==> src/hw/rtl/olfr_pkg.sv <==
`timescale 1ns / 1ps
// types, constants and helpers for the optical line frame receiver
// used by olfr_core and optical_line_frame_receiver
package olfr_pkg;

    localparam int TIMER_WIDTH     = 16;
    localparam int MAX_FRAME_BYTES = 64;
    localparam int FRAME_W         = 7;
    localparam int INDEX_W         = 6;
    localparam int VOTE_MAJORITY   = 2;

    localparam logic [TIMER_WIDTH-1:0] HEADER_TICKS_RST = TIMER_WIDTH'(1000);
    localparam logic [TIMER_WIDTH-1:0] SKIP_TICKS_RST   = TIMER_WIDTH'(300);
    localparam logic [TIMER_WIDTH-1:0] SAMPLE_TICKS_RST = TIMER_WIDTH'(25);
    localparam logic [FRAME_W-1:0]     FRAME_BYTES_RST  = FRAME_W'(16);

    typedef enum logic [1:0] {
        MODE_IDLE    = 2'd0,
        MODE_HEADER  = 2'd1,
        MODE_SKIP    = 2'd2,
        MODE_RECEIVE = 2'd3
    } mode_t;

    typedef enum logic [1:0] {
        REG_HEADER_TICKS = 2'd0,
        REG_SKIP_TICKS   = 2'd1,
        REG_SAMPLE_TICKS = 2'd2,
        REG_FRAME_BYTES  = 2'd3
    } cfg_idx_t;

    typedef struct packed {
        logic [TIMER_WIDTH-1:0] header_ticks;
        logic [TIMER_WIDTH-1:0] skip_ticks;
        logic [TIMER_WIDTH-1:0] sample_ticks;
        logic [FRAME_W-1:0]     frame_bytes;
    } cfg_t;

    typedef struct packed {
        mode_t                  mode;
        logic                   prev_level;
        logic [TIMER_WIDTH-1:0] tick_timer;
        logic [1:0]             sample_number;
        logic [2:0]             ones_seen;
        logic [2:0]             bit_position;
        logic [7:0]             byte_shift;
        logic [FRAME_W-1:0]     bytes_done;
    } rx_state_t;

    typedef struct packed {
        logic               valid;
        logic [7:0]         data_byte;
        logic [INDEX_W-1:0] byte_index;
        logic               last_byte;
    } rx_result_t;

    function automatic logic [FRAME_W-1:0] frame_limit(input logic [FRAME_W-1:0] n);
        logic [FRAME_W-1:0] lim;
        lim = n;
        if (n == '0)
            lim = FRAME_W'(1);
        else if (n > FRAME_W'(MAX_FRAME_BYTES))
            lim = FRAME_W'(MAX_FRAME_BYTES);
        return lim;
    endfunction

    // wipe the per-frame fields, mode and edge tracking untouched
    function automatic rx_state_t clear_receive(input rx_state_t s);
        rx_state_t r;
        r               = s;
        r.tick_timer    = '0;
        r.sample_number = '0;
        r.ones_seen     = '0;
        r.bit_position  = 3'd7;
        r.byte_shift    = '0;
        r.bytes_done    = '0;
        return r;
    endfunction

endpackage

==> src/hw/rtl/optical_line_frame_receiver.sv <==
`timescale 1ns / 1ps
// top level of the optical line frame receiver: config registers, state, output register
// depends on olfr_pkg and olfr_core
//
// usage:
//   input channel (in_valid/in_ready, line_level) carries one line sample per
//   transaction; each transaction is one tick of the receiver's time base
//   output channel (out_valid/out_ready) carries one transaction per finished
//   byte: data_byte (first bit in bit 7), byte_index and last_byte
//   config port: cfg_write_en with cfg_index selects header_ticks, skip_ticks,
//   sample_ticks or frame_bytes; write only while no frame is in flight
//   output: a byte is registered and appears on the output in the cycle after
//   the sample that completes it is accepted
//   throughput: one sample per cycle while in_ready is high, set by the single state register update
//   stall: a waiting byte holds the output register; in_ready drops while it
//   waits and out_ready is low, and rises again in the cycle it is taken
//   reset: receiver goes idle, edge tracking sees a low line, config
//   registers return to 1000 / 300 / 25 / 16, no byte is pending
module optical_line_frame_receiver
(
    input  logic        clk,
    input  logic        rst_n,
    input  logic        cfg_write_en,
    input  logic [1:0]  cfg_index,
    input  logic [15:0] cfg_data,
    input  logic        in_valid,
    output logic        in_ready,
    input  logic        line_level,
    output logic        out_valid,
    input  logic        out_ready,
    output logic [7:0]  data_byte,
    output logic [5:0]  byte_index,
    output logic        last_byte
);

    olfr_pkg::cfg_t       cfg_reg;
    olfr_pkg::cfg_t       cfg_next;
    olfr_pkg::rx_state_t  state_reg;
    olfr_pkg::rx_state_t  state_next;
    olfr_pkg::rx_result_t result;
    logic                 out_valid_reg;
    logic                 out_valid_next;
    logic [7:0]           data_byte_reg;
    logic [5:0]           byte_index_reg;
    logic                 last_byte_reg;
    logic                 in_fire;

    // a pending byte only blocks input when it cannot leave this cycle
    assign in_ready = !out_valid_reg || out_ready;
    assign in_fire  = in_valid && in_ready;

    // register writes decode
    always_comb
    begin
        cfg_next = cfg_reg;
        if (cfg_write_en)
        begin
            unique case (olfr_pkg::cfg_idx_t'(cfg_index))
                olfr_pkg::REG_HEADER_TICKS: cfg_next.header_ticks = cfg_data;
                olfr_pkg::REG_SKIP_TICKS:   cfg_next.skip_ticks   = cfg_data;
                olfr_pkg::REG_SAMPLE_TICKS: cfg_next.sample_ticks = cfg_data;
                olfr_pkg::REG_FRAME_BYTES:
                    cfg_next.frame_bytes = cfg_data[olfr_pkg::FRAME_W-1:0];
                default:                    cfg_next = cfg_reg;
            endcase
        end
    end

    always_ff @(posedge clk or negedge rst_n)
    begin
        if (!rst_n)
        begin
            cfg_reg.header_ticks <= olfr_pkg::HEADER_TICKS_RST;
            cfg_reg.skip_ticks   <= olfr_pkg::SKIP_TICKS_RST;
            cfg_reg.sample_ticks <= olfr_pkg::SAMPLE_TICKS_RST;
            cfg_reg.frame_bytes  <= olfr_pkg::FRAME_BYTES_RST;
        end
        else
        begin
            cfg_reg <= cfg_next;
        end
    end

    // all per-sample work: edge detect, timers, vote, byte assembly
    olfr_core u_core
    (
        .state      (state_reg),
        .cfg        (cfg_reg),
        .line_level (line_level),
        .state_next (state_next),
        .result     (result)
    );

    // receiver state advances once per accepted sample
    always_ff @(posedge clk or negedge rst_n)
    begin
        if (!rst_n)
        begin
            state_reg.mode          <= olfr_pkg::MODE_IDLE;
            state_reg.prev_level    <= 1'b0;
            state_reg.tick_timer    <= '0;
            state_reg.sample_number <= '0;
            state_reg.ones_seen     <= '0;
            state_reg.bit_position  <= 3'd7;
            state_reg.byte_shift    <= '0;
            state_reg.bytes_done    <= '0;
        end
        else if (in_fire)
        begin
            state_reg <= state_next;
        end
    end

    // output register: loaded on a byte, cleared once taken
    always_comb
    begin
        out_valid_next = out_valid_reg;
        if (in_fire)
            out_valid_next = result.valid;
        else if (out_ready)
            out_valid_next = 1'b0;
    end

    always_ff @(posedge clk or negedge rst_n)
    begin
        if (!rst_n)
            out_valid_reg <= 1'b0;
        else
            out_valid_reg <= out_valid_next;
    end

    always_ff @(posedge clk)
    begin
        if (in_fire && result.valid)
        begin
            data_byte_reg  <= result.data_byte;
            byte_index_reg <= result.byte_index;
            last_byte_reg  <= result.last_byte;
        end
    end

    assign out_valid  = out_valid_reg;
    assign data_byte  = data_byte_reg;
    assign byte_index = byte_index_reg;
    assign last_byte  = last_byte_reg;

endmodule

==> src/hw/rtl/olfr_core.sv <==
`timescale 1ns / 1ps
// next-state and result logic for one line sample of the frame receiver
// depends on olfr_pkg
module olfr_core
(
    input  olfr_pkg::rx_state_t  state,
    input  olfr_pkg::cfg_t       cfg,
    input  logic                 line_level,
    output olfr_pkg::rx_state_t  state_next,
    output olfr_pkg::rx_result_t result
);

    logic                                 rise;
    logic                                 in_receive;
    logic [olfr_pkg::TIMER_WIDTH-1:0]     timer_inc;
    logic [olfr_pkg::TIMER_WIDTH-1:0]     timer_eff;
    logic [olfr_pkg::TIMER_WIDTH-1:0]     timer_rx_inc;
    logic                                 sample_now;
    logic                                 bit_done;
    logic                                 byte_done;
    logic [2:0]                           ones_new;
    logic                                 vote;
    logic [7:0]                           shift_new;
    logic [olfr_pkg::FRAME_W-1:0]         bytes_new;
    logic                                 frame_last;

    // shared decode of where this sample lands
    always_comb
    begin
        rise       = line_level & ~state.prev_level;
        timer_inc  = state.tick_timer + 1'b1;
        in_receive = 1'b0;
        timer_eff  = state.tick_timer;
        unique case (state.mode)
            olfr_pkg::MODE_SKIP:
            begin
                if (state.tick_timer >= cfg.skip_ticks)
                begin
                    in_receive = 1'b1;
                    timer_eff  = '0;
                end
            end
            olfr_pkg::MODE_RECEIVE: in_receive = 1'b1;
            default:                in_receive = 1'b0;
        endcase
        timer_rx_inc = timer_eff + 1'b1;
        sample_now   = in_receive && (timer_eff == '0);
        ones_new     = state.ones_seen + 3'(line_level);
        bit_done     = sample_now && (state.sample_number == 2'd3);
        byte_done    = bit_done && (state.bit_position == 3'd0);
        vote         = ones_new >= 3'(olfr_pkg::VOTE_MAJORITY);
        shift_new    = state.byte_shift | (8'(vote) << state.bit_position);
        bytes_new    = state.bytes_done + 1'b1;
        frame_last   = bytes_new >= olfr_pkg::frame_limit(cfg.frame_bytes);
    end

    // next state
    always_comb
    begin
        state_next            = state;
        state_next.prev_level = line_level;
        unique case (state.mode)
            olfr_pkg::MODE_IDLE:
            begin
                if (rise)
                begin
                    state_next      = olfr_pkg::clear_receive(state_next);
                    state_next.mode = olfr_pkg::MODE_HEADER;
                end
            end
            olfr_pkg::MODE_HEADER:
            begin
                if (rise)
                begin
                    state_next.tick_timer = '0;
                    state_next.mode       = olfr_pkg::MODE_IDLE;
                end
                else if (timer_inc >= cfg.header_ticks)
                begin
                    state_next.tick_timer = '0;
                    state_next.mode       = olfr_pkg::MODE_SKIP;
                end
                else
                begin
                    state_next.tick_timer = timer_inc;
                end
            end
            default:
            begin
                if (!in_receive)
                begin
                    state_next.tick_timer = timer_inc;
                end
                else
                begin
                    state_next.mode = olfr_pkg::MODE_RECEIVE;
                    if (sample_now)
                    begin
                        state_next.ones_seen     = ones_new;
                        state_next.sample_number = state.sample_number + 1'b1;
                    end
                    if (bit_done)
                    begin
                        state_next.ones_seen    = '0;
                        state_next.byte_shift   = shift_new;
                        state_next.bit_position = state.bit_position - 1'b1;
                    end
                    if (byte_done)
                    begin
                        state_next.bytes_done   = bytes_new;
                        state_next.byte_shift   = '0;
                        state_next.bit_position = 3'd7;
                    end
                    if (timer_rx_inc >= cfg.sample_ticks)
                        state_next.tick_timer = '0;
                    else
                        state_next.tick_timer = timer_rx_inc;
                    if (byte_done && frame_last)
                    begin
                        state_next      = olfr_pkg::clear_receive(state_next);
                        state_next.mode = olfr_pkg::MODE_IDLE;
                    end
                end
            end
        endcase
    end

    // result
    always_comb
    begin
        result.valid      = byte_done;
        result.data_byte  = shift_new;
        result.byte_index = state.bytes_done[olfr_pkg::INDEX_W-1:0];
        result.last_byte  = frame_last;
    end

endmodule

==> config.mk <==
export PLATFORM = sky130hd
export DESIGN_NAME = optical_line_frame_receiver
export DESIGN_NICKNAME = d
export VERILOG_FILES = /design/src/hw/rtl/olfr_pkg.sv /design/src/hw/rtl/optical_line_frame_receiver.sv /design/src/hw/rtl/olfr_core.sv
export SDC_FILE = /design/constraint.sdc
export NUM_CORES = 1
export LEC_CHECK = 0
export ABC_CLOCK_PERIOD_IN_PS = 10700
export BUFFER_PORTS_ARGS = -buffer_cell sky130_fd_sc_hd__buf_4
export CELL_PAD_IN_SITES_DETAIL_PLACEMENT = 1
export CELL_PAD_IN_SITES_GLOBAL_PLACEMENT = 2
export CORE_ASPECT_RATIO = 0.9
export CORE_MARGIN = 5
export CORE_UTILIZATION = 26
export DETAILED_ROUTE_END_ITERATION = 8
export GPL_ROUTABILITY_DRIVEN = 0
export PLACE_DENSITY = 0.64
export SYNTH_ARGS = -nofsm -noshare
export SYNTH_HDL_FRONTEND = slang
export SYNTH_SLANG_ARGS = --single-unit
==> constraint.sdc <==
create_clock -name clk -period 10.7 [get_ports clk]
set_input_delay 1.07 -clock clk [delete_from_list [all_inputs] [get_ports clk]]
set_output_delay 1.07 -clock clk [all_outputs]
set_load 0.05 [all_outputs]
==> qor.log <==
INFO  run_status     status=finished, final reports clean
INFO  clocking       clk_latency=0.42ns
INFO  logic_synthesis synth-seq-cells=113
INFO  drt            antenna_violating_nets_post_route=0
INFO  logic_synthesis synth.top_cells.by_area=dfrtp_1 29%, ha_1 12%, mux2_2 6.7%, edfxtp_1 6.6%, dfstp_2 6.5%
INFO  drt            drt-initial-drc-count=162
INFO  timing         worst-slew-pin-transition=1.23ns
INFO  floorplanning  x_dimension_of_the_die=181um
INFO  clocking       clkSlewWorstSetupHoldPaths=0.05ns
INFO  worst_setup_path worst_reg_to_reg_cells=19
INFO  worst_setup_path critical_path_class=reg2reg
INFO  logic_synthesis muxShareOfSynthArea=0.0671
INFO  worst_setup_path worst-endpoint-required=10.98ns
INFO  logic_synthesis yosys.area.top_type=dfrtp_1
INFO  logic_synthesis largest_family_of_logic_cells_by_synthesized_area=compound AO/OA/AOI/OAI gates
INFO  floorplanning  row_count=56
INFO  layout         utilization=0.312
INFO  grt            grt_antenna_before_repair=0
INFO  logic_synthesis yosys_warnings=0
INFO  floorplanning  effective_utilization_at_floorplan=0.264
INFO  floorplanning  die-area=0.0298mm^2
INFO  worst_setup_path worstSetupEndpoint=state_reg[28]
INFO  place          hpwl=14700um
INFO  logic_synthesis yosys.area_share.xor_xnor=0.0408
INFO  timing         grt_setup_unrepaired=false
INFO  logic_synthesis synth_cell_type_count=69
INFO  clocking       clock_tree_from_tritoncts=yes
INFO  logic_synthesis ys_async_sr_fraction=0.867
INFO  floorplanning  ios=41
INFO  timing         min_period_over_period=0.494
INFO  clocking       buffers_from_clock_root_to_sink_at_most=2
INFO  grt            first_pass_grt_wire_length=31900um
INFO  clocking       tritoncts.num_buffers=17
INFO  job            drv.max_cap_violation_count=0
INFO  logic_synthesis yosys.cell_count.top_type=dfrtp_1
INFO  place          post-place-ws=5.49ns
INFO  power_and_ir_drop power.combinational.fraction=0.339
INFO  power_and_ir_drop ir_drop=0.115mV
INFO  logic_synthesis synthFlopType=dfrtp_1
INFO  timing         finalSetupViolations=0
INFO  clocking       clock_sinks=113
INFO  timing         layout_min_cycle_time=5.28ns
INFO  min_path       hp-class=reg2reg
INFO  timing         upper_clock_frequency_limit=189MHz
INFO  timing         maxSlewHeadroom=0.179
INFO  power_and_ir_drop power_density=223mW/mm^2
INFO  layout         fin_nets=808
INFO  logic_synthesis synth_sequential_area_ratio=0.425
INFO  layout         largest_reg_flops=55
INFO  logic_synthesis synth_top_area_share=0.295
INFO  grt            globalRouteOverflowTotal=0
INFO  power_and_ir_drop internal_power=1.16mW
INFO  power_and_ir_drop share_seq_of_total_power=0.343
INFO  clocking       post-cts-setup-buffer-count=0
INFO  drt            viasPerCell=4.86
INFO  power_and_ir_drop total_leakage_power=3.53nW
INFO  drt            drc=0
INFO  grt            grt_use_total=0.135
INFO  floorplanning  core=0.0261mm^2
INFO  layout         layout_area_growth_over_synthesis=18.1%
INFO  logic_synthesis synth_nets=771
INFO  clocking       clk_root_buffer_cell=clkbuf_16
INFO  logic_synthesis synth.top_cells.by_count=81 x dfrtp_1, 64 x ha_1, 59 x inv_1, 55 x nand2_1, 49 x nor2_1
INFO  clocking       cts.htree.levels=4
INFO  place          placement.cell_area=0.00754mm^2
INFO  layout         antenna-diode-count=0
INFO  floorplanning  die-height=164um
INFO  layout         finalInstanceArea=0.00812mm^2
INFO  logic_synthesis synthesized_area_fraction_occupied_by_ao_oa_aoi_and_oai_cells=0.164
INFO  drt            final_routed_wirelength=19400um
INFO  worst_setup_path worstReg2RegStart=state_reg[29]
INFO  clocking       cts_hold_buf=0
INFO  logic_synthesis synthesis.area=0.00688mm^2
INFO  grt            grt_pass1_vias=5784
INFO  worst_setup_path startpoint=state_reg[29]
INFO  timing         final_max_slew_viol_count=0
INFO  timing         fin_skew=0.00828ns
INFO  grt            grt_max_degree=51
INFO  worst_setup_path regToRegEndpoint=state_reg[28]
INFO  drt            detail_route.wl_per_cell=18.0um
INFO  logic_synthesis post_synth.cell_area_avg=10.1um^2
INFO  timing         report.final.hold_viol_count=0
INFO  worst_setup_path crit_fanout=11
INFO  worst_setup_path arrival=5.56ns
INFO  power_and_ir_drop clock_power_share=0.318
INFO  layout         drive_gt1_frac=0.202
INFO  power_and_ir_drop switching_power=0.657mW
INFO  place          port_buffers=40
INFO  power_and_ir_drop power_switching_share=0.363
INFO  clocking       ctsResizeCount=0
INFO  logic_synthesis synth_enable_flop_cells=15
INFO  timing         post-route-worst-setup-slack=5.42ns
INFO  drt            vias=5256
INFO  worst_setup_path reg2reg_setup_slack=5.42ns
INFO  logic_synthesis yosys.area_share.adder=0.116
INFO  worst_setup_path crit_path_end_kind=register
INFO  timing         finalSetupTns=0ns
INFO  worst_setup_path setup.worst_path.start_class=register
INFO  logic_synthesis post_synth_and_or_nand_nor_area_fraction=0.137
INFO  logic_synthesis postSynthCellCount=683
INFO  drt            drtPass1Iterations=4
-- layout make-up --
class | count | area (um^2)
flip-flops and latches | 113 | 2920
well taps | 348 | 435
clock buffers | 25 | 475
repair buffers | 44 | 330
fillers | 2982 | 17900
multi-input cells | 483 | 3620
clock inverters | 7 | 110
inverters | 61 | 229
-- kinds of logic (layout without fill, tap and decap cells) --
kind of cell	Yosys count	count (layout)
AOI/OAI and AO/OA	153	153
xor gates and xnor gates	32	32
adders and majority gates	64	64
buffers and inverters	87	137
DFF	113	113
muxes	41	41
and+or+nand+nor	193	193
-- worst min-delay path by stage --
stage / startpoint / endpoint / slack, ns / cells after the start
6_report: state_reg[14] / state_reg[14] / 0.51 / 1
5_1_grt: state_reg[14] / state_reg[14] / 0.53 / 1
4_1_cts: state_reg[39] / state_reg[39] / 0.50 / 1
2_1_floorplan: state_reg[22] / state_reg[22] / 0.45 / 2
3_3_place_gp: state_reg[22] / state_reg[22] / 0.48 / 2
3_5_place_dp: state_reg[39] / state_reg[39] / 0.49 / 1
-- power groups by stage --
stage | clock [mW] | combinational, mW | sequential (mW)
floorplan | 0 | 0.477 | 0.571
global placement | 0 | 0.599 | 0.625
detailed placement | 0 | 0.620 | 0.629
CTS | 0.592 | 0.626 | 0.623
global route | 0.608 | 0.703 | 0.636
finish | 0.577 | 0.614 | 0.622
-- per-layer routing --
| layer | global-route usage | wire, um |
|---|---|---|
| met5 | 0 | 0 |
| met2 | 0.227 | 9240 |
| met1 | 0.180 | 9220 |
| met4 | 0.0341 | 231 |
| met3 | 0.0268 | 755 |
-- critical path, stage by stage (launching register included) --
cell,delay [ns]
dfrtp_1,0.59
ha_1,0.33
a21o_1,0.19
a211oi_1,0.32
o21ai_1,0.17
a21o_1,0.30
nor2_1,0.28
ha_1,0.26
nand3_1,0.16
or3_1,0.47
xor2_1,0.16
nor2_1,0.09
ha_1,0.31
nand2_1,0.05
o21ai_0,0.21
a211oi_1,0.08
nor3_1,0.25
and4b_1,0.35
a311oi_4,0.47
nor2_1,0.10
-- cells in the final DEF, fill, tap and decap left out, types with 3 or more instances in the layout --
master and n:
clkbuf_1 6, a22o_1 16, nor3_1 12, o21ai_0 39, a211oi_1 7, o31ai_1 3
dfrtp_1 81, bufinv_16 3, a21o_1 5, o21ai_1 4, nor2b_1 7, or3_1 3
xor2_1 11, nand4_1 10, nand2b_1 7, inv_1 59, xnor2_1 21, edfxtp_1 15
nand2_1 55, nand3_1 14, o211ai_1 7, ha_1 64, nor3b_1 3, and2_1 14
mux2_2 41, buf_4 44, dfstp_2 17, nor2_1 49, nor4_1 4, clkbuf_16 17
a21oi_1 31, a31o_2 5, clkinv_2 4, and4_1 5
-- through the flow --
stage | hold slack (ns) | std cells | total power [mW]
after CTS | 0.502 | 1081 | 1.84
after global placement | 0.476 | 1049 | 1.22
after detailed placement | 0.489 | 1049 | 1.25
after global routing | 0.526 | 1081 | 1.95
final | 0.510 | 1081 | 1.81
after floorplan | 0.454 | 683 | 1.05
Note: power is estimated with default switching activity, not from simulation.
